--- src/design/hdlc_frame_encoder_assert.svh ---
// Assertion macros for the HDLC frame encoder, used by hdlc_ser.
// Expects clk and rst_n in the scope of use.
`ifndef HDLC_FRAME_ENCODER_ASSERT_SVH
`define HDLC_FRAME_ENCODER_ASSERT_SVH

// consequent holds in the same cycle as the antecedent
`define HDLC_ASSERT_HOLDS(lbl, ante, cons) \
  lbl: assert property (@(posedge clk) disable iff (!rst_n) (ante) |-> (cons)) \
    else $error("hdlc assertion failed");

// consequent holds in the cycle after the antecedent
`define HDLC_ASSERT_NEXT(lbl, ante, cons) \
  lbl: assert property (@(posedge clk) disable iff (!rst_n) (ante) |=> (cons)) \
    else $error("hdlc assertion failed");

`endif

--- src/design/hdlc_pkg.sv ---
// Package for the HDLC frame encoder: framing constants, FCS-16 update,
// and the byte-sequence type passed from builder to serialiser. No dependencies.
package hdlc_pkg;

  localparam logic [7:0]  FLAG_BYTE = 8'h7E;
  localparam logic [7:0]  ESC_BYTE  = 8'h7D;
  localparam logic [7:0]  ESC_XOR   = 8'h20;
  localparam logic [15:0] FCS_POLY  = 16'h8408;
  localparam logic [15:0] FCS_INIT  = 16'hFFFF;
  localparam int          SEQ_MAX   = 8;
  localparam int          SEQ_IDX_W = $clog2(SEQ_MAX);

  typedef struct packed {
    logic [SEQ_MAX-1:0][7:0] bytes;
    logic [SEQ_IDX_W-1:0]    last_idx;
    logic                    closes;
  } seq_t;

  function automatic logic [15:0] fcs_update(input logic [15:0] crc, input logic [7:0] b);
    logic [15:0] c;
    c = crc ^ {8'h00, b};
    for (int i = 0; i < 8; i++) begin
      c = c[0] ? ((c >> 1) ^ FCS_POLY) : (c >> 1);
    end
    return c;
  endfunction

  function automatic logic needs_esc(input logic [7:0] b);
    return (b == FLAG_BYTE) || (b == ESC_BYTE);
  endfunction

endpackage

--- src/design/hdlc_frm_build.sv ---
// Frame builder: keeps the running FCS and frame state, and turns one
// payload item into its escaped line-byte sequence. Uses hdlc_pkg.
module hdlc_frm_build (
  input  logic          clk,
  input  logic          rst_n,
  input  logic          take,
  input  logic [7:0]    payload_byte,
  input  logic          payload_end,
  output hdlc_pkg::seq_t seq
);

  logic [15:0] crc_r, crc_nxt;
  logic        open_r, open_nxt;
  logic [15:0] crc_upd;
  logic [15:0] fcs;

  logic [4:0][7:0] seg_byte;
  logic [4:0]      seg_en;
  logic [4:0]      seg_esc;

  assign crc_upd = hdlc_pkg::fcs_update(crc_r, payload_byte);
  assign fcs     = ~crc_upd;

  always_comb begin
    seg_byte = {hdlc_pkg::FLAG_BYTE, fcs[15:8], fcs[7:0], payload_byte,
                hdlc_pkg::FLAG_BYTE};
    seg_en   = {payload_end, payload_end, payload_end, 1'b1, ~open_r};
    seg_esc  = {1'b0, hdlc_pkg::needs_esc(fcs[15:8]), hdlc_pkg::needs_esc(fcs[7:0]),
                hdlc_pkg::needs_esc(payload_byte), 1'b0};
  end

  always_comb begin
    logic [3:0]                     n;
    logic [hdlc_pkg::SEQ_IDX_W-1:0] p;
    n         = 4'd0;
    p         = '0;
    seq.bytes = '0;
    for (int s = 0; s < 5; s++) begin
      p = n[hdlc_pkg::SEQ_IDX_W-1:0];
      if (seg_en[s]) begin
        if (seg_esc[s]) begin
          seq.bytes[p]        = hdlc_pkg::ESC_BYTE;
          seq.bytes[p + 3'd1] = seg_byte[s] ^ hdlc_pkg::ESC_XOR;
          n = n + 4'd2;
        end else begin
          seq.bytes[p] = seg_byte[s];
          n = n + 4'd1;
        end
      end
    end
    seq.last_idx = 3'(n - 4'd1);
    seq.closes   = payload_end;
  end

  always_comb begin
    crc_nxt  = crc_r;
    open_nxt = open_r;
    if (take) begin
      crc_nxt  = payload_end ? hdlc_pkg::FCS_INIT : crc_upd;
      open_nxt = ~payload_end;
    end
  end

  always_ff @(posedge clk) begin
    if (!rst_n) begin
      crc_r  <= hdlc_pkg::FCS_INIT;
      open_r <= 1'b0;
    end else begin
      crc_r  <= crc_nxt;
      open_r <= open_nxt;
    end
  end

endmodule

--- src/design/hdlc_ser.sv ---
// Serialiser: holds one item's byte sequence and feeds it, one byte a cycle
// while out_stall is low, into the output register. Uses hdlc_pkg and the assertion header.
`include "hdlc_frame_encoder_assert.svh"

module hdlc_ser (
  input  logic           clk,
  input  logic           rst_n,
  input  logic           in_valid,
  output logic           in_stall,
  input  hdlc_pkg::seq_t seq,
  output logic           load,
  output logic           out_valid,
  input  logic           out_stall,
  output logic [7:0]     out_line_byte,
  output logic           out_run_last,
  output logic           out_frame_done
);

  hdlc_pkg::seq_t                 buf_r, buf_nxt;
  logic                           buf_valid_r, buf_valid_nxt;
  logic [hdlc_pkg::SEQ_IDX_W-1:0] idx_r, idx_nxt;
  logic                           out_valid_r;
  logic [7:0]                     out_byte_r;
  logic                           out_run_last_r;
  logic                           out_frame_done_r;
  logic                           out_adv, move, last_move, at_last;

  assign at_last   = (idx_r == buf_r.last_idx);
  assign out_adv   = ~out_valid_r | ~out_stall;
  assign move      = buf_valid_r & out_adv;
  assign last_move = move & at_last;
  assign in_stall  = buf_valid_r & ~last_move;
  assign load      = in_valid & ~in_stall;

  always_comb begin
    buf_nxt       = buf_r;
    buf_valid_nxt = buf_valid_r;
    idx_nxt       = idx_r;
    if (load) begin
      buf_nxt       = seq;
      buf_valid_nxt = 1'b1;
      idx_nxt       = '0;
    end else if (last_move) begin
      buf_valid_nxt = 1'b0;
    end else if (move) begin
      idx_nxt = idx_r + {{(hdlc_pkg::SEQ_IDX_W-1){1'b0}}, 1'b1};
    end
  end

  always_ff @(posedge clk) begin
    if (!rst_n) begin
      buf_valid_r <= 1'b0;
      idx_r       <= '0;
      out_valid_r <= 1'b0;
    end else begin
      buf_valid_r <= buf_valid_nxt;
      idx_r       <= idx_nxt;
      if (out_adv) begin
        out_valid_r <= buf_valid_r;
      end
    end
  end

  always_ff @(posedge clk) begin
    buf_r <= buf_nxt;
    if (out_adv) begin
      out_byte_r       <= buf_r.bytes[idx_r];
      out_run_last_r   <= at_last;
      out_frame_done_r <= at_last & buf_r.closes;
    end
  end

  assign out_valid      = out_valid_r;
  assign out_line_byte  = out_byte_r;
  assign out_run_last   = out_run_last_r;
  assign out_frame_done = out_frame_done_r;

  `HDLC_ASSERT_HOLDS(a_idx_in_range, buf_valid_r, idx_r <= buf_r.last_idx)
  `HDLC_ASSERT_HOLDS(a_done_is_last, out_valid_r && out_frame_done_r, out_run_last_r)
  `HDLC_ASSERT_HOLDS(a_done_is_flag, out_valid_r && out_frame_done_r,
                     out_byte_r == hdlc_pkg::FLAG_BYTE)
  `HDLC_ASSERT_NEXT(a_drain_empties, last_move && !load, !buf_valid_r)

endmodule

--- src/design/hdlc_frame_encoder.sv ---
// HDLC frame encoder, top level: asynchronous HDLC framing with FCS-16.
// Instantiates hdlc_frm_build and hdlc_ser; uses hdlc_pkg.
//
// Input channel: one payload byte per item, in_payload_end marks the frame's
// last byte. Output channel: one line byte per item, with out_run_last on the
// final byte caused by an input item and out_frame_done on the closing flag.
// An item produces 1 to 8 line bytes: optional opening flag, the escaped
// payload byte and, at frame end, the escaped FCS (low byte first) and flag.
// An accepted item is registered in the sequence buffer and its first line byte
// then in the output register. Throughput: one line byte per cycle while
// out_stall is low (a mid-frame item has one or two line bytes); the next item
// is taken in the cycle its predecessor's last byte moves to the output register.
// Reset: FCS register loads 0xFFFF, no frame open, both stages empty.
// A stall on the output holds the output register; the sequence buffer then
// fills and in_stall rises until the line side drains.
module hdlc_frame_encoder (
  input  logic       clk,
  input  logic       rst_n,
  input  logic       in_valid,
  output logic       in_stall,
  input  logic [7:0] in_payload_byte,
  input  logic       in_payload_end,
  output logic       out_valid,
  input  logic       out_stall,
  output logic [7:0] out_line_byte,
  output logic       out_run_last,
  output logic       out_frame_done
);

  hdlc_pkg::seq_t seq;
  logic           load;

  hdlc_frm_build u_build (
    .clk          (clk),
    .rst_n        (rst_n),
    .take         (load),
    .payload_byte (in_payload_byte),
    .payload_end  (in_payload_end),
    .seq          (seq)
  );

  hdlc_ser u_ser (
    .clk            (clk),
    .rst_n          (rst_n),
    .in_valid       (in_valid),
    .in_stall       (in_stall),
    .seq            (seq),
    .load           (load),
    .out_valid      (out_valid),
    .out_stall      (out_stall),
    .out_line_byte  (out_line_byte),
    .out_run_last   (out_run_last),
    .out_frame_done (out_frame_done)
  );

endmodule
--- config.mk ---
export PLATFORM = sky130hd
export DESIGN_NAME = hdlc_frame_encoder
export DESIGN_NICKNAME = d
export VERILOG_FILES = /design/src/design/hdlc_pkg.sv /design/src/design/hdlc_frm_build.sv /design/src/design/hdlc_ser.sv /design/src/design/hdlc_frame_encoder.sv
export VERILOG_INCLUDE_DIRS = /design/src /design/src/design
export SDC_FILE = /design/constraint.sdc
export NUM_CORES = 1
export LEC_CHECK = 0
export BUFFER_PORTS_ARGS = -buffer_cell sky130_fd_sc_hd__buf_2
export CORE_MARGIN = 2
export CORE_UTILIZATION = 50
export DETAILED_ROUTE_END_ITERATION = 12
export PLACE_DENSITY = 0.67
export SETUP_SLACK_MARGIN = 0.4
export SLEW_MARGIN = 40
export SYNTH_ARGS = -nofsm -noshare
export SYNTH_HDL_FRONTEND = slang
export SYNTH_SLANG_ARGS = --single-unit
--- constraint.sdc ---
create_clock -name clk -period 12.4 [get_ports clk]
set_input_delay 0.62 -clock clk [delete_from_list [all_inputs] [get_ports clk]]
set_output_delay 0.62 -clock clk [all_outputs]
set_load 0.005 [all_outputs]
# [Word-level counts from Yosys, hierarchy flattened]
# Index checks and enable logic that the tools add are counted.
[totals] register_bits=100 out_inout_bits=12 elab_cells=149
[op_classes] add_sub_neg=12 n_lt_le_gt_ge=15 eq_ne=7 muxes=47 bitwise_logic=37 n_reduce_logical=13
[ops] operator="bitwise mux 64 bit" count=6
[ops] operator="2-to-1 mux 64 bit" count=6
[ops] operator="demux 8 bit (select 3 bit)" count=7
[ops] operator="2-to-1 mux 16 bit" count=9
[ops] operator="OR 48 bit" count=3
[ops] operator="NOT 16 bit" count=5
[ops] operator="2-to-1 mux 8 bit" count=8
[ops] operator="bitwise AND 16 bit" count=3
[ops] operator="== test 8 x 7 -> 1 bit (second input constant)" count=6
[ops] operator="OR 12 x 48 -> 48 bit" count=1
[ops] operator="< comparator 3 x 4 -> 1 bit (second input constant)" count=8
[ops] operator="binary-select mux 8 bit (select 3 bit)" count=1
[ops] operator="NOT 2 -> 3 bit" count=8
[ops] operator="adder 3 x 1 -> 3 bit (second input constant)" count=7
[ops] operator="greater-or-equal comparator 3 x 1 -> 1 bit (second input constant)" count=7
[ops] operator="2-to-1 mux 3 bit" count=6
[ops] operator="bitwise AND 4 x 16 -> 16 bit" count=1
[ops] operator="bitwise XOR 16 x 8 -> 16 bit" count=1
[ops] operator="NOT 1 bit" count=9
[ops] operator="logical AND 1 bit" count=7
[ops] operator="2-to-1 mux 7 bit" count=1
[ops] operator="adder 3 x 2 -> 3 bit (second input constant)" count=2
[ops] operator="bitwise AND 1 bit" count=5
[ops] operator="adder 1 x 2 -> 3 bit (second input constant)" count=1
[ops] operator="other kinds (9)" count=13

# [Depth between registers and ports, before layout]
[depth] word_depth=33 ltp_mapped=19 depth_no_buf=16

# [Cells and area by module]
# A second synthesis with hierarchy kept.
[hier_totals] hier_cells=664 area_unflattened_um2=6857.8
[by_module_without_submodules] mod="hdlc_frm_build" instances=1 cells_each=520 area_each_um2=3721.1
[by_module_without_submodules] mod="hdlc_ser" instances=1 cells_each=144 area_each_um2=3136.8

# [Worst setup path after synthesis]
# OpenSTA, ideal clock, no wires.
[synth_path] path_kind="input -> register" from="input in_payload_byte[1]" to="register u_ser.buf_r[23] (netlist bit), data pin" setup_ns=0.261 arrival_time_ns=4.394 slack_ns=7.745 stages=17 n_path_buf=2 path_cell_list="buf_2 > xnor2_4 > xnor3_1 > or4_1 > a21oi_4 > and2_1 > buf_2 > nor2_1 > a21o_1 > inv_1 > ha_1 > and2_1 > o2111ai_2 > and3_4 > and3_4 > o22a_1 > a311o_1"
[synth_rtl] item="start: declaration" line="hdlc_frame_encoder.sv:21" rtl="input logic [7:0] in_payload_byte,"
[synth_rtl] item="end signal: assignment" line="hdlc_ser.sv:65" rtl="buf_r <= buf_nxt;"
[synth_rtl] item="end: declaration" line="hdlc_ser.sv:19" rtl="hdlc_pkg::seq_t buf_r, buf_nxt;"

==> reports/results.ini <==
[yosys]
syn_area_sq_mm = 0.00650
ys_seq_elements = 100
synth-edff-count = 78
synthCells = 645
syn_nets = 669
yosysSeqAreaShare = 0.428
ys_async_sr_fraction = 0
yosysUniqueCellTypes = 85
synth_top_area_frac = 0.361
yosysTopAreaCell = edfxtp_1
yosys-top-cells-area = edfxtp_1, dfxtp_1, mux4_2, a21oi_1, xnor2_1
syn_area_per_cell_sq_um = 10.1
ys.warnings.count = 0
synth_ff_type = edfxtp_1

[route]
drt_iter0_drc = 784
viasPerCell = 6.67
drt-total-wl_um = 20700
vias = 5470
firstDrtPassIters = 5
wl_per_cell_um = 25.2
antenna_left = 0
drc_errors = 0

[clock_tree]
clk_pin_slew_worst_paths_ns = 0.06
cts_tree = yes
post_cts_resized = 0
post_cts_buffers = 0
cts_sinks = 100
cts_hold_buffers = 0
h-tree-depth = 3
cts_buffer_depth = 2
clk_latency_ns = 0.36
cts_buffers = 9
root_buffer = clkbuf_16

[global_route]
grt_pass1_vias = 5133
grt_pass1_wl_um = 31100
grtUsageTotal = 0.302
grt-ovfl-total = 0
grt_max_degree = 73
antenna_found_initial = 0

[outcome]
status = complete, no violations

[placed_design]
hpwlAfterDp_um = 15300
portBuffers = 24
gp_congestion = 1.04

[sta]
slew_viol_final = 0
tns_ns = 0
period_share = 0.446
relSlewSlack = 0.420
clock_skew_ns = 0.0141
grt_setup_unrepaired = no
hold_viol_final = 0
tightest_slew_ns = 0.867
fmax_mhz = 181
final.min_clock_period_ns = 5.53
setup_viol = 0

[floorplan]
coreArea_sq_mm = 0.0127
fp-row-count = 41
start_util = 0.513
die_y_um = 118
io_pins = 25
fp.dieW_um = 118
dieArea_sq_mm = 0.0139

[setup_path]
setup.worst_path.class = input port to flip-flop
worstSetupStartpointType = input port
crit_fanout = 15
crit_path_end_kind = flip-flop
worstPathArrival_ns = 5.71
cp.required_ns = 12.58

[pwr]
peakVddDrop_mv = 0.0748
power_density_mw_per_mm2 = 135
p_leak_nw = 2.51

[hold_path]
hp-class = flip-flop to flip-flop

[run]
maxCapViolCount = 0

[final_layout]
utilization = 0.557
fin_nets = 667
antenna_cells = 0
area_growth_pct = 8.55
drive_gt1_frac = 0.168
fillers = 1154

## path summary, 6_finish.rpt
kind	startpoint	slack [ns]	depth (start not counted)	endpoint
max	in_payload_byte[2]	6.87	14	u_ser.buf_r[27]
min	u_build.crc_r[6]	0.50	2	u_build.crc_r[6]
max reg2reg	u_build.crc_r[3]	6.90	13	u_ser.buf_r[27]
min reg2reg	u_build.crc_r[6]	0.50	2	u_build.crc_r[6]
## report_power, final
part / internal, mW / switching [mW]
sequential: 0.398 / 0.0133
combinational: 0.0914 / 0.185
clock: 0.142 / 0.122
total: 0.631 / 0.320
## logic make-up after synthesis
logic type,count (synthesis),synth area share
AND/OR/NAND/NOR,208,0.154
AO/OA/AOI/OAI,186,0.199
flip-flops,100,0.428
buffers and inverters,61,0.0395
XOR/XNOR,51,0.0817
multiplexers,28,0.0757
adder cells (fa/ha/maj),11,0.0212
## metal layers
metal | track usage | share of wire | vias to the layer above
met5 | 0.0147 | 0 | -
li1 | - | - | 2445
met2 | 0.493 | 0.48 | 318
met4 | 0.111 | 0.030 | 0
met3 | 0.0436 | 0.086 | 49
met1 | 0.408 | 0.41 | 2658
## area by class of cell
cell class,instances,area (sq um),share of cell area
Timing Repair Buffer,33,191,0.0271
Clock buffer,11,243,0.0344
Tap cell,172,215,0.0305
Inverter,15,56.3,0.00798
Clock inverter,5,35.0,0.00497
Sequential cell,100,2780,0.395
Multi-Input combinational cell,484,3530,0.500
## worst max-delay path, stage by stage
cell and delay, ns:
buf_2 0.14, xnor2_1 0.67, xnor2_1 0.39, or4_1 0.65, a21oi_4 0.48, and2_1 0.38
nor2_1 0.09, a21o_1 0.22, inv_1 0.10, ha_1 0.40, xor2_2 0.63, nor3_1 0.23
or4_1 0.51, a21boi_1 0.21
## synthesized netlist by cell type (all sizes together), types with 4 or more instances
cell type  instances
buf               15
a22o               4
a21oi             56
inv               14
nand3             25
xnor2             32
nor3              15
a211oi             4
mux4              16
nand2             62
edfxtp            78
o21ai             28
a21boi             5
and3              13
xor2              16
or3                5
o22ai             13
nor2              53
nand4              6
o211ai             6
or4                5
nor2b              5
a31oi             12
o32ai              5
a32oi              4
o221ai             4
clkbuf            31
o31ai              5
a21o               4
dfxtp             22
o2111ai            4
o21a               4
ha                11
mux2               9
and2               8
## through the flow
stage	power (mW)	cell area (sq um)	hold slack (ns)	cells	setup slack [ns]
4_1_cts	0.942	7010	0.501	820	6.81
3_5_place_dp	0.683	6740	0.493	804	6.44
5_1_grt	0.984	7050	0.514	820	6.57
6_report	0.951	7050	0.502	820	6.87
2_1_floorplan	0.590	6500	0.474	645	7.74
3_3_place_gp	0.679	6700	0.489	804	6.49
## cells in the final DEF (no fill, tap or decap), types with 4 or more instances in the layout
cell       count
a211oi_1       4
a21o_1         4
a21oi_1       54
a31oi_1       12
a32oi_1        4
and2_1         6
and3_1        11
buf_2         24
buf_4          8
clkbuf_16      9
dfxtp_1       22
edfxtp_1      78
ha_1          11
inv_1         11
mux2_2         9
mux4_2        16
nand2_1       61
nand3_1       25
nand4_1        6
nor2_1        53
nor2b_1        5
nor3_1        14
o211ai_1       5
o21a_1         4
o21ai_0       20
o21ai_1        4
o21ai_2        4
o221ai_1       4
o22ai_1       13
o31ai_1        4
o32ai_1        5
or3_1          5
or4_1          5
xnor2_1       24
xnor2_2        6
xor2_1        12
xor2_2         4
## sequential cells by signal (all words and copies together), names as in the netlist
register	count
u_build.open_r	1
u_ser.out_valid	1
u_ser.out_line_byte	8
u_ser.out_run_last	1
u_ser.idx_r	3
u_ser.buf_r	68
u_ser.buf_valid_r	1
u_build.crc_r	16
u_ser.out_frame_done	1
No activity file was read; power rests on OpenSTA's default activity.
